File: config.mk
export PLATFORM = sky130hd
export DESIGN_NAME = path_length_accumulator
export DESIGN_NICKNAME = d
export VERILOG_FILES = /design/src/hdl/plac_pkg.sv /design/src/hdl/plac_sqrt.sv /design/src/hdl/path_length_accumulator.sv
export SDC_FILE = /design/constraint.sdc
export NUM_CORES = 2
export LEC_CHECK = 0
export ABC_AREA = 1
export BUFFER_PORTS_ARGS = -buffer_cell sky130_fd_sc_hd__buf_2
export CAP_MARGIN = 15
export CORE_ASPECT_RATIO = 1.1
export CORE_MARGIN = 1
export CORE_UTILIZATION = 64
export CTS_CLUSTER_DIAMETER = 100
export CTS_CLUSTER_SIZE = 25
export DETAILED_ROUTE_END_ITERATION = 16
export GPL_TIMING_DRIVEN = 1
export PLACE_DENSITY = 0.93
export SLEW_MARGIN = 20
export SYNTH_ARGS = -nofsm -noshare
export SYNTH_HDL_FRONTEND = slang
export SYNTH_SLANG_ARGS = --single-unit
File: constraint.sdc
create_clock -name clk -period 12.5 [get_ports clk]
set_input_delay 2.5 -clock clk [delete_from_list [all_inputs] [get_ports clk]]
set_output_delay 2.5 -clock clk [all_outputs]
set_load 0.005 [all_outputs]
File: src/hdl/plac_pkg.sv
// ----------------------------------------------------------------------------
// plac_pkg: shared types and constants of the path length accumulator
// Holds the position, square, root and sum widths, the control state
// encoding and the status bundle of the iterative square root unit.
// ----------------------------------------------------------------------------
package plac_pkg;

  localparam int POS_WIDTH = 24;
  localparam int SUM_WIDTH = 48;
  localparam int VEL_WIDTH = 16;
  localparam int DIST_WIDTH = 48;

  localparam int SQ_WIDTH = 2 * POS_WIDTH;
  localparam int RAD_WIDTH = 2 * POS_WIDTH + 2;
  localparam int ROOT_WIDTH = POS_WIDTH + 1;
  localparam int REM_WIDTH = ROOT_WIDTH + 3;
  localparam int CNT_WIDTH = $clog2(ROOT_WIDTH + 1);

  typedef logic [POS_WIDTH-1:0] pos_t;
  typedef logic [SQ_WIDTH-1:0] sq_t;
  typedef logic [RAD_WIDTH-1:0] rad_t;
  typedef logic [ROOT_WIDTH-1:0] root_t;
  typedef logic [SUM_WIDTH-1:0] sum_t;

  typedef enum logic [6:0] {
    S_IDLE = 7'b0000001,
    S_SQX  = 7'b0000010,
    S_SQY  = 7'b0000100,
    S_ROOT = 7'b0001000,
    S_WAIT = 7'b0010000,
    S_ACC  = 7'b0100000,
    S_HOLD = 7'b1000000
  } state_t;

  typedef struct packed {
    logic busy;
    logic done;
  } sqrt_status_t;

endpackage

File: src/hdl/plac_sqrt.sv
// ----------------------------------------------------------------------------
// plac_sqrt: iterative integer square root
// Digit-by-digit floor square root that retires one root bit per cycle
// through a single compare and subtract unit.
// ----------------------------------------------------------------------------
module plac_sqrt
  import plac_pkg::*;
(
  input  logic         clk,
  input  logic         rst_n,
  input  logic         start,
  input  rad_t         radicand,
  output sqrt_status_t status,
  output root_t        root
);

  logic                 busy_r, busy_nxt;
  logic                 done_r, done_nxt;
  logic [CNT_WIDTH-1:0] cnt_r, cnt_nxt;
  rad_t                 rad_r, rad_nxt;
  logic [REM_WIDTH-1:0] rem_r, rem_nxt;
  root_t                root_r, root_nxt;

  logic [REM_WIDTH-1:0] rem_sh;
  logic [REM_WIDTH-1:0] trial;

  assign rem_sh = {rem_r[REM_WIDTH-3:0], rad_r[RAD_WIDTH-1 -: 2]};
  assign trial  = {(REM_WIDTH-2)'(root_r), 2'b01};

  always_comb begin
    busy_nxt = busy_r;
    done_nxt = 1'b0;
    cnt_nxt  = cnt_r;
    rad_nxt  = rad_r;
    rem_nxt  = rem_r;
    root_nxt = root_r;
    if (start) begin
      busy_nxt = 1'b1;
      cnt_nxt  = CNT_WIDTH'(ROOT_WIDTH);
      rad_nxt  = radicand;
      rem_nxt  = '0;
      root_nxt = '0;
    end else if (busy_r) begin
      rad_nxt = {rad_r[RAD_WIDTH-3:0], 2'b00};
      if (rem_sh >= trial) begin
        rem_nxt  = rem_sh - trial;
        root_nxt = {root_r[ROOT_WIDTH-2:0], 1'b1};
      end else begin
        rem_nxt  = rem_sh;
        root_nxt = {root_r[ROOT_WIDTH-2:0], 1'b0};
      end
      cnt_nxt = cnt_r - 1'b1;
      if (cnt_r == CNT_WIDTH'(1)) begin
        busy_nxt = 1'b0;
        done_nxt = 1'b1;
      end
    end
  end

  always_ff @(posedge clk) begin
    if (!rst_n) begin
      busy_r <= 1'b0;
      done_r <= 1'b0;
      cnt_r  <= '0;
    end else begin
      busy_r <= busy_nxt;
      done_r <= done_nxt;
      cnt_r  <= cnt_nxt;
    end
    rad_r  <= rad_nxt;
    rem_r  <= rem_nxt;
    root_r <= root_nxt;
  end

  assign status.busy = busy_r;
  assign status.done = done_r;
  assign root        = root_r;

endmodule

File: src/hdl/path_length_accumulator.sv
// ----------------------------------------------------------------------------
// path_length_accumulator: Euclidean path length of planar odometry
// Adds the floor of the distance between successive positions to a
// saturating running total and returns it with the velocity of each sample.
//
//   Channel  Direction  Handshake              Payload
//   in_      input      in_valid / in_ready    pos_x, pos_y, forward_velocity
//   out_     output     out_valid / out_ready  total_distance, velocity_out
//
// After acceptance the squares share one multiplier in S_SQX and S_SQY,
// then S_ROOT starts the bit-serial square root that retires one of its
// 25 root bits per cycle while S_WAIT waits, and S_ACC loads the result.
// The first sample after reset adds nothing and goes straight to S_ACC.
// Reset is synchronous and active low and clears the total and the history.
// The result sits in an output register, so the next word is accepted while
// it waits; a new result waits in the final stage until that register frees.
// ----------------------------------------------------------------------------
module path_length_accumulator
  import plac_pkg::*;
(
  input  logic                  clk,
  input  logic                  rst_n,
  input  logic                  in_valid,
  output logic                  in_ready,
  input  logic [POS_WIDTH-1:0]  in_pos_x,
  input  logic [POS_WIDTH-1:0]  in_pos_y,
  input  logic [VEL_WIDTH-1:0]  in_forward_velocity,
  output logic                  out_valid,
  input  logic                  out_ready,
  output logic [DIST_WIDTH-1:0] out_total_distance,
  output logic [VEL_WIDTH-1:0]  out_velocity_out
);

  state_t               state_r, state_nxt;
  logic                 have_prev_r, have_prev_nxt;
  pos_t                 last_x_r, last_y_r;
  pos_t                 dx_r, dy_r;
  sq_t                  sqx_r;
  rad_t                 rad_r;
  sum_t                 sum_r, sum_nxt;
  logic                 step_en_r;
  logic [VEL_WIDTH-1:0] vel_r;
  logic                 out_valid_r, out_valid_nxt;
  logic [DIST_WIDTH-1:0] out_dist_r;
  logic [VEL_WIDTH-1:0] out_vel_r;

  logic                 accept;
  logic                 load_out;
  logic signed [POS_WIDTH:0] diff_x, diff_y;
  pos_t                 mul_op;
  sq_t                  product;
  sqrt_status_t         sq_status;
  root_t                root;
  logic [SUM_WIDTH:0]   sum_add;

  assign in_ready = state_r == S_IDLE;
  assign accept   = in_valid && in_ready;
  assign load_out = (state_r == S_ACC) && (!out_valid_r || out_ready);

  assign diff_x = $signed({in_pos_x[POS_WIDTH-1], in_pos_x})
                - $signed({last_x_r[POS_WIDTH-1], last_x_r});
  assign diff_y = $signed({in_pos_y[POS_WIDTH-1], in_pos_y})
                - $signed({last_y_r[POS_WIDTH-1], last_y_r});

  assign mul_op  = (state_r == S_SQX) ? dx_r : dy_r;
  assign product = SQ_WIDTH'(mul_op) * SQ_WIDTH'(mul_op);

  plac_sqrt u_sqrt (
    .clk      (clk),
    .rst_n    (rst_n),
    .start    (state_r == S_ROOT),
    .radicand (rad_r),
    .status   (sq_status),
    .root     (root)
  );

  always_comb begin
    sum_add = {1'b0, sum_r} + (SUM_WIDTH + 1)'(root);
    sum_nxt = sum_r;
    if (load_out && step_en_r) begin
      sum_nxt = sum_add[SUM_WIDTH] ? '1 : sum_add[SUM_WIDTH-1:0];
    end
  end

  always_comb begin
    state_nxt     = state_r;
    have_prev_nxt = have_prev_r;
    out_valid_nxt = out_valid_r;
    if (out_valid_r && out_ready) begin
      out_valid_nxt = 1'b0;
    end
    case (state_r)
      S_IDLE: begin
        if (accept) begin
          have_prev_nxt = 1'b1;
          state_nxt     = have_prev_r ? S_SQX : S_ACC;
        end
      end
      S_SQX:  state_nxt = S_SQY;
      S_SQY:  state_nxt = S_ROOT;
      S_ROOT: state_nxt = S_WAIT;
      S_WAIT: begin
        if (sq_status.done) begin
          state_nxt = S_ACC;
        end
      end
      S_ACC: begin
        if (load_out) begin
          out_valid_nxt = 1'b1;
          state_nxt     = S_IDLE;
        end
      end
      S_HOLD:  state_nxt = S_IDLE;
      default: state_nxt = S_IDLE;
    endcase
  end

  always_ff @(posedge clk) begin
    if (!rst_n) begin
      state_r     <= S_IDLE;
      have_prev_r <= 1'b0;
      out_valid_r <= 1'b0;
      last_x_r    <= '0;
      last_y_r    <= '0;
      sum_r       <= '0;
    end else begin
      state_r     <= state_nxt;
      have_prev_r <= have_prev_nxt;
      out_valid_r <= out_valid_nxt;
      sum_r       <= sum_nxt;
      if (accept) begin
        last_x_r <= in_pos_x;
        last_y_r <= in_pos_y;
      end
    end
  end

  always_ff @(posedge clk) begin
    if (accept) begin
      dx_r      <= diff_x[POS_WIDTH] ? POS_WIDTH'(-diff_x) : diff_x[POS_WIDTH-1:0];
      dy_r      <= diff_y[POS_WIDTH] ? POS_WIDTH'(-diff_y) : diff_y[POS_WIDTH-1:0];
      vel_r     <= in_forward_velocity;
      step_en_r <= have_prev_r;
    end
    if (state_r == S_SQX) begin
      sqx_r <= product;
    end
    if (state_r == S_SQY) begin
      rad_r <= RAD_WIDTH'(sqx_r) + RAD_WIDTH'(product);
    end
    if (load_out) begin
      out_dist_r <= DIST_WIDTH'(sum_nxt);
      out_vel_r  <= vel_r;
    end
  end

  assign out_valid          = out_valid_r;
  assign out_total_distance = out_dist_r;
  assign out_velocity_out   = out_vel_r;

endmodule
==> impl_results.md <==
* Status: complete, no violations
* Endpoint class of the critical path: flop
* Final hold viol count at 0
* Hold Crit Class: flop to flop
* Final Cycle Share at about 85%
* Largest family of logic cells by synthesized area: adder cells
* CP max stage cell: fa_1
* Pins over their slew limit at 0
* Final ANT Viol Nets at 0
* Yosys warns at 0
* Most frequent CP cell: inv_1
* Compound-Gate Fraction of Synth Area at between 9 and 10%
* Post-CTS Setup Bufs at 0
* Worst Clk Skew at ~41 ps
* Crit start category: flop
* Commonest non-fill, non-tap cells in the layout: inv_1, nand2_1, nor2_1
* Average wire per standard cell at 17.37 um
* Fin worst setup slack at approximately 1900 ps
* Synthesized flop and latch total at ~440
* Chip width at about 250 um
* Initial antenna violation count at 1
* Synth async-reset ratio at 0%
* Root buf cell: clkbuf_16
* CTS tree: done
* Pre-CTS setup slack at just over 2000 ps
* Crit path DAT at 10,990 ps
* Final non-filler cell total at around 6,200
* WP data required at roughly 13,000 ps
* Final Wtd Congestion at roughly 1.0
* Total number of vias at 35,160
* Top_reg_cell synth: edfxtp_1
* Max-capacitance violation count at 0
* CTS max path bufs at 3
* Worst-Skew Late Latency at 620 ps
* Top-Level Pins at between 100 and 150
* Initial Utilization at between 60% and 70%
* Nets@finish at 6,146
* Synth Cell Area at roughly 43,000 um2
* Least-Margin Pin Slew at 1108 ps
* Sequential area share after synthesis at 26.94%
* Placed Cells at between 6,000 and 7,000
* Die Ht at between 200 and 300 um
* First-pass GRT wire length at 176,100 um
* Vias/cell at ~5.7
* Setup TNS at 0 ps
* Peak Freq at 94.00 MHz
* DRC Markers at 0
* Post-DP HPWL at between 80,000 and 90,000 um
* Post-synthesis mux area share at 0%
* TritonCTS sink count at ~440
* IO buf count at roughly 130
* Worst Path Max Fanout at 50
* CTS resizes at 0
* Hold Buf Count CTS at 0
* Syn Inst Count at 5,253
* Synth area leaders: fa_1, edfxtp_1, inv_1
* Adder-Cell Fraction of Synth Area at 29.43%
* H-Tree Depth at 1
* Syn-to-layout area delta at 4.968%
* # setup viols final at 0
* Number of cell rows at 98
* Setup repair after global routing missed its margin: no
* Final Critical Period at roughly 11,000 ps
* Largest net degree at the start of global routing at 95
* Die area at 67,740 um2
* Total GRT Usage at between 30% and 40%
* Drt first pass iters at 9
* Post-synth top area cell: fa_1
* Kind of critical path: flop to flop
* Share of cells above drive strength 1 at 6.564%
* CP max stage delay at 550 ps
* Initial drt markers at between 2,000 and 3,000
* Netlist cell types at 57
* Routed WL at between 100,000 and 150,000 um
* Post-Syn Area per Cell at 8.127 um2
* Number of global-route vias before repair at between 30,000 and 40,000
* CTS clock-pin slew for the worst setup and hold paths at ~110 ps
* Yosys top cell area share at between 20% and 30%
* CTS buffer count at 23
* Most common cell after layout, fill and taps aside: inv_1
* Core ar. at approximately 65,000 um2
* GR Overflow Total at 0
* Slew HR at a little over a quarter
* XOR/XNOR Fraction of Synth Area at under 10%
* Post-synth EDFFs at roughly 280
* Mapped Nets at approximately 6,000
* Synth Area in Simple Gates at 19.19%
per-stage QoR:
| stage | area, um2 | util, % | hold slack (ps) |
|---|---|---|---|
| after floorplan | 42690 | - | 400.3 |
| after global placement | 44060 | 67.30 | 400.6 |
| after detailed placement | 44070 | 67.30 | 405.4 |
| after CTS | 44810 | 68.43 | 422.3 |
| after global routing | 44810 | 68.43 | 431.6 |
| final | 44810 | 68.44 | 419.3 |
critical path: cells and delay by family, from the launching register on:
kind,cells,cell delay [ps]
compound gates,7,1650
xor+xnor,2,310
fa+ha+maj,9,4430
buf+inv,11,1850
flops,1,360
simple gates,10,1740
Yosys cell counts, types with 72 or more instances:
master	n
edfxtp_1	275
nor2_1	514
fa_1	427
dfxtp_1	162
nand3_1	150
ha_1	321
o21ai_0	192
a21oi_1	302
nand2_1	1053
xor2_1	105
inv_1	1097
xnor2_1	72
metal layers:
layer  track usage [%]  vias to the layer above  part of all wire [%]
li1                  -                    16630                     -
met1             39.68                    16560                    38
met2             55.55                     1553                    48
met3             4.753                      422                   7.2
met4             17.15                        0                   6.0
met5                 0                        -                     0
cell families (layout without fill, tap and decap cells):
group           after synthesis  after routing
simple gates               1941           1941
compound gates              717            717
fa+ha+maj                   748            748
xor+xnor                    177            177
other cells                   0              1
buf+inv                    1233           1327
flops                       437            437
registers in the layout, indices dropped and copies added, names as in the netlist:
register,count
last_x_r,24
state_r,6
u_sqrt.rem_r,26
rad_r,49
u_sqrt.root,25
u_sqrt.cnt_r,5
step_en_r,1
dy_r,24
sum_r,48
out_total_distance,48
out_valid,1
vel_r,16
have_prev_r,1
u_sqrt.rad_r,50
u_sqrt.busy_r,1
dx_r,24
last_y_r,24
u_sqrt.done_r,1
sqx_r,47
out_velocity_out,16
final timing paths:
check	start	to	slack (ps)	cells past startpoint
setup reg to reg	state_r[2]	rad_r[43]	1860	39
hold reg to reg	vel_r[3]	out_velocity_out[3]	420	0
setup / recovery	state_r[2]	rad_r[43]	1860	39
hold / removal	vel_r[3]	out_velocity_out[3]	420	0
final cells by class:
cell class	count	area (um2)
fillers	5116	20670
inverters	1134	4259
diodes	1	2.502
multi-input cells	3583	26440
well taps	850	1064
clock buffers	37	649.4
repair buffers	151	800.8
clock inverters	5	92.59
flip-flops and latches	437	11500
Power is left out: the tool's default activity adds up to more than one toggle a clock period on the data nets, which glitch-free logic cannot reach.
